## config.mk

```make
export PLATFORM = sky130hd
export DESIGN_NAME = ubfd_rate
export DESIGN_NICKNAME = d
export VERILOG_FILES = /design/src/sv/ubfd_pkg.sv /design/src/sv/ubfd_rate.sv
export SDC_FILE = /design/constraint.sdc
export NUM_CORES = 1
export LEC_CHECK = 0
export BUFFER_PORTS_ARGS = -buffer_cell sky130_fd_sc_hd__buf_2
export CAP_MARGIN = 20
export CORE_MARGIN = 2
export CORE_UTILIZATION = 35
export DETAILED_ROUTE_END_ITERATION = 10
export MAX_ROUTING_LAYER = met4
export PLACE_DENSITY = 0.64
export SYNTH_ARGS = -nofsm -noshare
export SYNTH_HDL_FRONTEND = slang
export SYNTH_SLANG_ARGS = --single-unit
```

## constraint.sdc

```tcl
create_clock -name clk -period 4.81 [get_ports clk]
set_input_delay 0.2405 -clock clk [delete_from_list [all_inputs] [get_ports clk]]
set_output_delay 0.2405 -clock clk [all_outputs]
set_load 0.01 [all_outputs]
```

## src/sv/ubfd_pkg.sv

```systemverilog
// shared constants, types and the baud rate table of the serial bridge buffer
`default_nettype none

package ubfd_pkg;

  localparam int FIFO_DEPTH  = 2048;
  localparam int PTR_W       = $clog2(FIFO_DEPTH);
  localparam int SHORT_LIMIT = 4;
  localparam int LONG_LIMIT  = 127;
  localparam int CNT_W       = 7;
  localparam int CMP_W       = (PTR_W > CNT_W) ? PTR_W : CNT_W;

  localparam int RATE_COUNT  = 24;
  localparam int RATE_IDX_W  = 5;
  localparam int RATE_RESET  = 17;

  localparam logic [7:0] MORE_FLAG = 8'h80;

  localparam int IN_TDATA_W  = 16;
  localparam int OUT_TDATA_W = 40;

  typedef enum logic [2:0] {
    OP_PUSH      = 3'd0,
    OP_SHORT     = 3'd1,
    OP_LONG      = 3'd2,
    OP_RATE_UP   = 3'd3,
    OP_RATE_DOWN = 3'd4,
    OP_GET_RATE  = 3'd5,
    OP_NOP6      = 3'd6,
    OP_NOP7      = 3'd7
  } opcode_t;

  typedef struct packed {
    logic up;
    logic down;
  } rate_cmd_t;

  function automatic logic [31:0] rate_value(input logic [RATE_IDX_W-1:0] idx);
    logic [31:0] v;
    unique case (idx)
      5'd0:    v = 32'd50;
      5'd1:    v = 32'd75;
      5'd2:    v = 32'd110;
      5'd3:    v = 32'd134;
      5'd4:    v = 32'd150;
      5'd5:    v = 32'd200;
      5'd6:    v = 32'd300;
      5'd7:    v = 32'd600;
      5'd8:    v = 32'd1200;
      5'd9:    v = 32'd2400;
      5'd10:   v = 32'd4800;
      5'd11:   v = 32'd9600;
      5'd12:   v = 32'd14400;
      5'd13:   v = 32'd19200;
      5'd14:   v = 32'd28800;
      5'd15:   v = 32'd38400;
      5'd16:   v = 32'd57600;
      5'd17:   v = 32'd115200;
      5'd18:   v = 32'd230400;
      5'd19:   v = 32'd460800;
      5'd20:   v = 32'd576000;
      5'd21:   v = 32'd921600;
      5'd22:   v = 32'd1843200;
      5'd23:   v = 32'd3686400;
      default: v = 32'd0;
    endcase
    return v;
  endfunction

endpackage

`default_nettype wire

```

## src/sv/ubfd_rate.sv

```systemverilog
// baud rate index with wrapping up and down steps and table lookup
`default_nettype none

module ubfd_rate
  import ubfd_pkg::*;
(
  input  wire logic      clk,
  input  wire logic      rst_n,
  input  wire rate_cmd_t cmd,
  output logic [31:0]    rate
);

  logic [RATE_IDX_W-1:0] idx_r;
  logic [RATE_IDX_W-1:0] idx_nxt;
  logic [RATE_IDX_W-1:0] idx_eff;

  localparam logic [RATE_IDX_W-1:0] LAST_IDX = RATE_IDX_W'(RATE_COUNT - 1);
  localparam logic [RATE_IDX_W-1:0] COUNT_IDX = RATE_IDX_W'(RATE_COUNT);

  always_comb begin
    idx_nxt = idx_r;
    if (cmd.up) begin
      idx_nxt = (idx_r >= LAST_IDX) ? '0 : idx_r + 1'b1;
    end else if (cmd.down) begin
      idx_nxt = (idx_r == '0 || idx_r >= COUNT_IDX) ? LAST_IDX : idx_r - 1'b1;
    end
  end

  // out-of-table index folds back into range
  assign idx_eff = (idx_r >= COUNT_IDX) ? idx_r - COUNT_IDX : idx_r;
  assign rate    = rate_value(idx_eff);

  always_ff @(posedge clk) begin
    if (!rst_n) begin
      idx_r <= RATE_IDX_W'(RATE_RESET);
    end else begin
      idx_r <= idx_nxt;
    end
  end

endmodule

`default_nettype wire

```

==> impl_metrics.toml, run 1 <==
[global_route]
global_route.usage.total_pct = 17.2
top_usage_layer = "met2"
grt_use_met1_pct = 22.0
grt_start_max_net_pins = 39
grt_pass1_vias = 956
globalRouteMet2Util_pct = 27.1
grt_pass1_wl_um = 4440
antenna_found_initial = 0
sum_of_overflow_across_all_layers_after_global_routing = 0
globalRouteMet3Util_pct = 2.30

[floorplan]
effective_utilization_at_floorplan_pct = 36.1
floorplan.die_area_um2 = 3230
height_of_the_chip_um = 56.9
die_x_um = 56.9
pin_count = 36
core_region_area_um2 = 2710
core.rowCount = 19

[finish]
final_nets = 178
final_cells = 196
area_growth_syn_to_layout_pct = 9.21
layout.area.seq_um2 = 100
biggestRegsByFlops = "idx_r (5)"
multi_input_area_um2 = 744
largest_register_ffs = 5
largest_register = "idx_r"
num_antenna_cells = 0
final_cell_mix = "sky130_fd_sc_hd__buf_2, sky130_fd_sc_hd__nand2_1, sky130_fd_sc_hd__nor2_1"
fraction_of_layout_cells_with_a_size_suffix_above_1_pct = 21.2
mostFrequentLayoutCell = "sky130_fd_sc_hd__buf_2"
n_fill_cell = 307

[placed_design]
globalplace.congestion = 0.900
io_buffers = 25
place_ws_ns = 2.65
post-place-cells = 192
half_perimeter_wire_length_after_detailed_placement_um = 1940

[drt]
dr.pass1.iters = 4
detailedRoute.firstIterationViolations = 29
via_to_cell_ratio = 5.45
drt_drc_violations_left = 0
detailroute.via_count = 1069
avgRoutedWirePerCell_um = 13.4
route.antenna.remaining_nets = 0
routed_wirelength_um = 2630

[sta]
slew_viol_final = 0
grt_setup_unrepaired = "no"
fin_skew_ns = 0.00374
hold_vio_cnt_final = 0
max_slew.worst_pin.slew_ns = 0.718
slew_headroom_pct = 52.0
max_freq_mhz = 429
final_critical_path_setup_slack_ns = 2.48
report.final.setup_viol = 0
final.min_clock_period_ns = 2.33
worst_hold_slack_ns = 0.255
finalCritPeriodShare_pct = 48.4
setup_tns_ns = 0

[yosys]
yosysTopAreaCellShare_pct = 10.2
ys_async_sr_fraction_pct = 0
synth_warn = 0
syn_area_per_cell_um2 = 6.57
synth-edff-count = 0
netlist-cell-type-count = 41
seq_area_frac_synth_pct = 10.2
synthTopCellsByArea = "sky130_fd_sc_hd__dfxtp_1, sky130_fd_sc_hd__ha_1, sky130_fd_sc_hd__buf_4, sky130_fd_sc_hd__o21ai_0, sky130_fd_sc_hd__nand2_1"
synth_seq_cells = 5
synth.cell_area_um2 = 978
synth_largest_area_cell = "sky130_fd_sc_hd__dfxtp_1"
ys.flop_type = "sky130_fd_sc_hd__dfxtp_1"
post_synthesis_cell_count = 149

[critical_path]
critical_path.n_buffers_inverters = 2
worst_ep_arrival_time_ns = 2.09
critPathMaxStageDelay_ns = 0.56
timing.reg2reg.worst_path_depth = 6
worst_ep_required_time_ns = 4.57
endpoint_kind_of_the_worst_setup_timing_path = "primary output"
r2r_end = "idx_r[1]"
regToRegStartpoint = "idx_r[0]"
critical_path_class = "flip-flop to primary output"
critical-path-top-delay-family = "flip-flops"
reg2reg_slack_ns = 2.59
cpMaxStageDelayCell = "sky130_fd_sc_hd__dfxtp_1"
critical_path.cell_chain = "inv_1 > ha_1 > nor2b_1 > a21oi_1 > o22ai_1 > a31o_2 > buf_2"
critPathMaxFanout = 12
worst_setup_path_start_kind = "flip-flop"

[cts]
cts_inserted_buffers = 3
post-cts-setup-buffers = 0
clk_path_buf_depth = 2
cts_max_level = 1
cts_repair_resize_count = 0
cts_tree = "done"
cts_hold_buf = 0
clk_latency_ns = 0.24
root_buffer = "sky130_fd_sc_hd__clkbuf_4"
clkTransAtPathRegs_ns = 0.04
clock_sinks = 5

[power]
cellPowerDensity_nw_per_um2 = 258
worst_ir_drop_vdd_mv = 0.203
total_power_mw = 0.275
total_leakage_power_nw = 0.525

[worst_hold_path]
hold_depth = 2
hold_end = "idx_r[0]"
hold_path.startpoint = "rst_n"
hold_path.class = "input pin to flip-flop"

[job]
cap_violations = 0

[outcome]
outcome = "finished clean"
## per-layer routing
| layer | up-vias | wire length [um] |
|---|---|---|
| li1 | 531 | - |
| met1 | 491 | 1140 |
| met5 | - | 0 |
| met4 | 0 | 61 |
| met3 | 6 | 121 |
| met2 | 41 | 1300 |
## power breakdown
group	leakage [nW]	switching, mW	total (mW)	internal (mW)
clock network	0.0150	0.0166	0.0479	0.0313
logic	0.469	0.104	0.170	0.0658
registers	0.0414	0.0113	0.0574	0.0461
total	0.525	0.132	0.275	0.143
## through the flow
| step | area [um^2] | util [%] |
|---|---|---|
| floorplan | 1010 | - |
| global placement | 1040 | 38.5 |
| detailed placement | 1040 | 38.5 |
| CTS | 1070 | 39.4 |
| global route | 1070 | 39.4 |
| finish | 1070 | 39.4 |
## cell type report
cell class                 instances  area share [%]
timing repair buffer              26            12.4
tap                               31            3.63
inverter                           7            2.46
clock buffer                       4            2.46
sequential                         5            9.37
multi-input combinational        123            69.7
## cells by family (layout without fill, tap and decap cells)
logic type      count (synthesis)  in the layout  share of synthesized area, %
buf+inv                        30             37                          17.1
compound gates                 51             51                          34.0
flops                           5              5                          10.2
mux                             2              2                          2.05
simple gates                   51             51                          25.1
other cells                     1             10                         0.383
fa+ha+maj                       8              8                          10.2
xor+xnor                        1              1                         0.895
## cells in the mapped netlist, drive strengths merged (2+ instances only)
library cell and count:
a221oi 3, inv 6, and2 3, o21ai 15, nor3 2, nand3 2, o22ai 3, a31o 2
dfxtp 5, nand2 18, nor2 15, nor2b 7, mux2i 2, clkbuf 4, nand2b 3, buf 19
a31oi 3, ha 8, a22o 3, a21oi 12
## worst max-delay path by stage
stage	from	end	slack, ns	cells after the start
2_1_floorplan	idx_r[0]	idx_r[1]	3.00	8
3_3_place_gp	idx_r[0]	idx_r[1]	2.76	6
3_5_place_dp	idx_r[0]	idx_r[1]	2.65	6
4_1_cts	idx_r[0]	rate[9]	2.47	7
5_1_grt	idx_r[0]	rate[8]	2.30	7
6_report	idx_r[0]	rate[9]	2.48	7
## worst register-to-register path: stages, from the launching register on
cell	delay (ns)
sky130_fd_sc_hd__dfxtp_1	0.56
sky130_fd_sc_hd__inv_1	0.22
sky130_fd_sc_hd__ha_1	0.37
sky130_fd_sc_hd__nor2b_1	0.20
sky130_fd_sc_hd__a221oi_1	0.44
sky130_fd_sc_hd__nand2_1	0.10
sky130_fd_sc_hd__a31o_1	0.21
No activity file was read; power rests on OpenSTA's default activity.
==> run 2: changes to the inputs <==
- ABC_AREA: unset -> 1
- clock period: 4.81 -> 2.3 ns (I/O delays scaled with it)
==> impl_metrics.toml, run 2 <==
[drt]
routed_wirelength_um = 2510
drt_drc_violations_left = 0
detailroute.via_count = 1102
route.antenna.remaining_nets = 0
dr.pass1.iters = 4
detailedRoute.firstIterationViolations = 31
via_to_cell_ratio = 5.10
avgRoutedWirePerCell_um = 11.6

[outcome]
outcome = "finished clean"

[sta]
setup_tns_ns = 0
fin_skew_ns = 0.00563
grt_setup_unrepaired = "no"
slew_headroom_pct = 54.5
max_freq_mhz = 478
report.final.setup_viol = 0
hold_vio_cnt_final = 0
finalCritPeriodShare_pct = 91.0
final.min_clock_period_ns = 2.09
max_slew.worst_pin.slew_ns = 0.682
slew_viol_final = 0
final_critical_path_setup_slack_ns = 0.208

[finish]
largest_register_ffs = 5
largest_register = "idx_r"
fraction_of_layout_cells_with_a_size_suffix_above_1_pct = 21.5
finish.instance_area_um2 = 1060
num_antenna_cells = 0
area_growth_syn_to_layout_pct = 12.8
mostFrequentLayoutCell = "sky130_fd_sc_hd__nand2_1"
biggestRegsByFlops = "idx_r (5)"
final_nets = 199
final_cell_mix = "sky130_fd_sc_hd__nand2_1, sky130_fd_sc_hd__buf_2, sky130_fd_sc_hd__nor2_1"

[yosys]
post_synth_xor_xnor_area_pct = 0.932
post_synthesis_cell_count = 161
seq_area_frac_synth_pct = 10.7
yosys.area_share.simple_pct = 40.2
synth.cell_area_um2 = 940
synth-edff-count = 0
synth.area.mux_share_pct = 0
synth_warn = 0
netlist-cell-type-count = 27
combinational_family_with_the_most_area_after_synthesis = "simple AND/OR/NAND/NOR gates"
ys_async_sr_fraction_pct = 0
post_synth_most_frequent_cells = "sky130_fd_sc_hd__nand2_1, sky130_fd_sc_hd__nor2_1, sky130_fd_sc_hd__nand3_1, sky130_fd_sc_hd__inv_1"
synthTopCellsByArea = "sky130_fd_sc_hd__nand2_1, sky130_fd_sc_hd__dfxtp_1, sky130_fd_sc_hd__ha_1, sky130_fd_sc_hd__buf_4, sky130_fd_sc_hd__nand3_1"
yosysTopAreaCellShare_pct = 14.8
synth_largest_area_cell = "sky130_fd_sc_hd__nand2_1"
syn_area_per_cell_um2 = 5.84
synth-adder-area-share_pct = 10.7
yosysMostFrequentCell = "sky130_fd_sc_hd__nand2_1"
synth_seq_cells = 5
synth-compound-area-share_pct = 17.8
ys.flop_type = "sky130_fd_sc_hd__dfxtp_1"

[worst_hold_path]
hold_path.class = "input pin to flip-flop"
hold_path.startpoint = "rst_n"

[critical_path]
worst_ep_required_time_ns = 2.18
critPathMaxFanout = 9
critPathLaunch = "idx_r[0]"
worst_ep_arrival_time_ns = 1.98
worst_setup_path_start_kind = "flip-flop"
regToRegStartpoint = "idx_r[0]"
critical_path_class = "flip-flop to primary output"
endpoint_kind_of_the_worst_setup_timing_path = "primary output"

[floorplan]
core_region_area_um2 = 2500
effective_utilization_at_floorplan_pct = 37.6
die_x_um = 55.8
height_of_the_chip_um = 55.8
floorplan.die_area_um2 = 3120
pin_count = 36
core.rowCount = 18

[cts]
clock_sinks = 5
clkTransAtPathRegs_ns = 0.05
root_buffer = "sky130_fd_sc_hd__clkbuf_4"
cts_repair_resize_count = 0
clk_path_buf_depth = 2
cts_tree = "done"
cts_hold_buf = 0
cts_max_level = 1
post-cts-setup-buffers = 0
clk_latency_ns = 0.25
cts_inserted_buffers = 3

[global_route]
global_route.usage.total_pct = 16.4
sum_of_overflow_across_all_layers_after_global_routing = 0
grt_pass1_vias = 931
grt_start_max_net_pins = 23
grt_pass1_wl_um = 4130
antenna_found_initial = 0

[placed_design]
io_buffers = 25
dpl-instance-area_um2 = 1030
globalplace.congestion = 0.947
place_ws_ns = 0.464
half_perimeter_wire_length_after_detailed_placement_um = 1970

[job]
cap_violations = 0

[power]
worst_ir_drop_vdd_mv = 0.331
total_leakage_power_nw = 0.604
cellPowerDensity_nw_per_um2 = 586
==> run 2: layer usage <==
metal | global-route usage (%) | wire length, um
met1 | 20.5 | 1110
met2 | 27.6 | 1170
met3 | 1.16 | 193
met4 | 6.12 | 35
met5 | - | 0
==> run 2: worst paths after layout <==
| check | slack, ns | cells past startpoint | to |
|---|---|---|---|
| worst max-delay path | 0.21 | 5 | rate[3] |
| worst min-delay path | 0.12 | 3 | idx_r[2] |
| worst max register to register | 0.47 | 7 | idx_r[2] |
| worst min register to register | 0.68 | 2 | idx_r[3] |
==> run 2: stage by stage <==
stage | std cells | total power [mW] | utilization, % | hold WS (ns)
detailed placement | 212 | 0.513 | 41.3 | 0.387
global route | 216 | 0.681 | 42.4 | 0.171
CTS | 216 | 0.622 | 42.4 | 0.119
finish | 216 | 0.621 | 42.4 | 0.121
global placement | 212 | 0.508 | 41.3 | 0.398
floorplan | 170 | 0.419 | - | 0.253
==> run 2: kinds of logic (layout without fill, tap and decap cells) <==
kind of cell               after synthesis  after routing
and+or+nand+nor                         84             84
buffers and inverters                   33             49
AOI/OAI and AO/OA                       29             29
adders and majority gates                8              8
DFF                                      5              5
other                                    1             10
xor gates and xnor gates                 1              1
==> run 2: cell type report <==
cell class / count / area [um^2]
fill: 283 / 1440
inverter: 19 / 71.3
clock buffer: 4 / 26.3
timing repair buffer: 26 / 133
tap: 30 / 37.5
sequential: 5 / 100
multi-input combinational: 132 / 692
==> run 2: critical path, stage by stage (launching register included) <==
cell,delay [ns]
sky130_fd_sc_hd__dfxtp_1,0.54
sky130_fd_sc_hd__inv_1,0.23
sky130_fd_sc_hd__ha_1,0.44
sky130_fd_sc_hd__nor2_1,0.08
sky130_fd_sc_hd__a211oi_1,0.27
sky130_fd_sc_hd__buf_2,0.17
==> run 2: power by group <==
group | total, mW | internal [mW] | leakage [nW] | switching [mW]
clock network | 0.108 | 0.0660 | 0.0150 | 0.0424
registers | 0.129 | 0.0980 | 0.0416 | 0.0308
logic | 0.384 | 0.139 | 0.548 | 0.245
total | 0.621 | 0.303 | 0.604 | 0.319
==> run 3: changes to the inputs <==
- ABC_AREA: 1 -> 0
- PLACE_DENSITY: 0.64 -> 0.66
- REMOVE_ABC_BUFFERS: unset -> 1
- clock period: 2.3 -> 1.8 ns (I/O delays scaled with it)
==> impl_metrics.toml, run 3 (synthesized netlist as in run 1, its figures left out) <==
[finish]
area_growth_syn_to_layout_pct = 23.4
final_nets = 189
n_fill_cell = 278
fraction_of_layout_cells_with_a_size_suffix_above_1_pct = 31.8
num_antenna_cells = 0
mostFrequentLayoutCell = "sky130_fd_sc_hd__buf_2"
largest_register = "idx_r"
final_cell_mix = "sky130_fd_sc_hd__buf_2, sky130_fd_sc_hd__nand2_1, sky130_fd_sc_hd__nor2_1"
largest_register_ffs = 5
biggestRegsByFlops = "idx_r (5)"

[floorplan]
pin_count = 36
effective_utilization_at_floorplan_pct = 36.1
height_of_the_chip_um = 56.9
floorplan.die_area_um2 = 3230
die_x_um = 56.9
core.rowCount = 19
core_region_area_um2 = 2710

[global_route]
antenna_found_initial = 0
grt_start_max_net_pins = 16
sum_of_overflow_across_all_layers_after_global_routing = 0
global_route.usage.total_pct = 17.5
grt_pass1_vias = 970
grt_pass1_wl_um = 4350

[sta]
setup_tns_ns = 0
max_freq_mhz = 580
worst_hold_slack_ns = 0.117
finalCritPeriodShare_pct = 95.7
report.final.setup_viol = 0
grt_setup_unrepaired = "no"
final.min_clock_period_ns = 1.72
fin_skew_ns = 0.000563
hold_vio_cnt_final = 0
slew_viol_final = 0

[critical_path]
endpoint_kind_of_the_worst_setup_timing_path = "primary output"
worst_ep_arrival_time_ns = 1.63
worst_setup_path_start_kind = "flip-flop"
worst_ep_required_time_ns = 1.71
critical_path_class = "flip-flop to primary output"
critPathMaxFanout = 11
timing.reg2reg.worst_path_depth = 6

[power]
worst_ir_drop_vdd_mv = 0.646
cellPowerDensity_nw_per_um2 = 678
total_leakage_power_nw = 0.582

[cts]
cts_inserted_buffers = 3
clkTransAtPathRegs_ns = 0.04
root_buffer = "sky130_fd_sc_hd__clkbuf_4"
cts_max_level = 1
clk_latency_ns = 0.25
post-cts-setup-buffers = 0
clock_sinks = 5
cts_tree = "done"
clk_path_buf_depth = 2

[outcome]
outcome = "finished clean"

[worst_hold_path]
hold_path.class = "input pin to flip-flop"
hold_depth = 2

[drt]
via_to_cell_ratio = 5.45
detailroute.via_count = 1129
drt_drc_violations_left = 0
avgRoutedWirePerCell_um = 13.5
routed_wirelength_um = 2800
route.antenna.remaining_nets = 0
detailedRoute.firstIterationViolations = 35
dr.pass1.iters = 4

[placed_design]
half_perimeter_wire_length_after_detailed_placement_um = 2000
io_buffers = 25
globalplace.congestion = 0.888

[job]
cap_violations = 0
run 3: cell count changes in the layout (fill, tap and decap cells not counted), sizes merged, moves of 7 or more:
cell   previous run  this run
buf              26        37
inv              19         6
nand2            38        18
nand3            16         2
nor2             25        15
nor2b             0         7
run 3: repair_timing:
| action | in CTS | in global routing |
|---|---|---|
| gates resized for setup | 2 | 13 |
| endpoints found under the hold margin | 0 | 0 |
| hold buffers | 0 | 0 |
| setup endpoints to repair | 2 | 17 |
| pin swaps | 0 | 2 |
run 3: final cells by class:
type | count | area [um^2] | share of cell area, %
inverters | 7 | 26.3 | 2.18
well taps | 31 | 38.8 | 3.21
clock buffers | 4 | 26.3 | 2.18
multi-input cells | 123 | 798 | 66.1
flip-flops and latches | 5 | 103 | 8.50
repair buffers | 37 | 215 | 17.8
run 3: final timing paths:
path,slack [ns],start,end
setup / recovery,0.08,idx_r[0],rate[9]
hold / removal,0.12,rst_n,idx_r[0]
setup reg to reg,0.17,idx_r[0],idx_r[1]
hold reg to reg,0.61,idx_r[4],idx_r[4]
run 3: per-stage QoR:
stage	cells	util (%)	instance area [um^2]	total power [mW]	worst slack (ns)
6_report	207	44.6	1210	0.818	0.0772
5_1_grt	207	44.6	1210	0.884	0.0150
4_1_cts	207	42.7	1160	0.785	0.0154
3_5_place_dp	203	41.5	1120	0.641	0.145
3_3_place_gp	203	41.5	1120	0.640	0.157
2_1_floorplan	135	-	871	0.457	-0.213
run 3: layer usage:
layer,GRT usage (%),part of all wire (%),vias up
met5,-,0,-
met4,8.31,2.3,0
met2,26.6,46,50
met1,21.3,44,511
met3,4.84,7.5,8
li1,-,-,560
run 3: where the power goes:
group	total (mW)	internal, mW	switching, mW	leakage, nW
Combinational	0.532	0.224	0.308	0.526
Clock	0.139	0.0844	0.0550	0.0150
Sequential	0.147	0.124	0.0228	0.0416
run 3: worst max-delay path, stage by stage, from the launching register on:
cell and delay, ns:
sky130_fd_sc_hd__dfxtp_1 0.31, sky130_fd_sc_hd__buf_4 0.19, sky130_fd_sc_hd__ha_4 0.19, sky130_fd_sc_hd__nor2b_1 0.14, sky130_fd_sc_hd__a21oi_1 0.12, sky130_fd_sc_hd__o22ai_1 0.09
sky130_fd_sc_hd__a31o_2 0.21, sky130_fd_sc_hd__buf_2 0.13
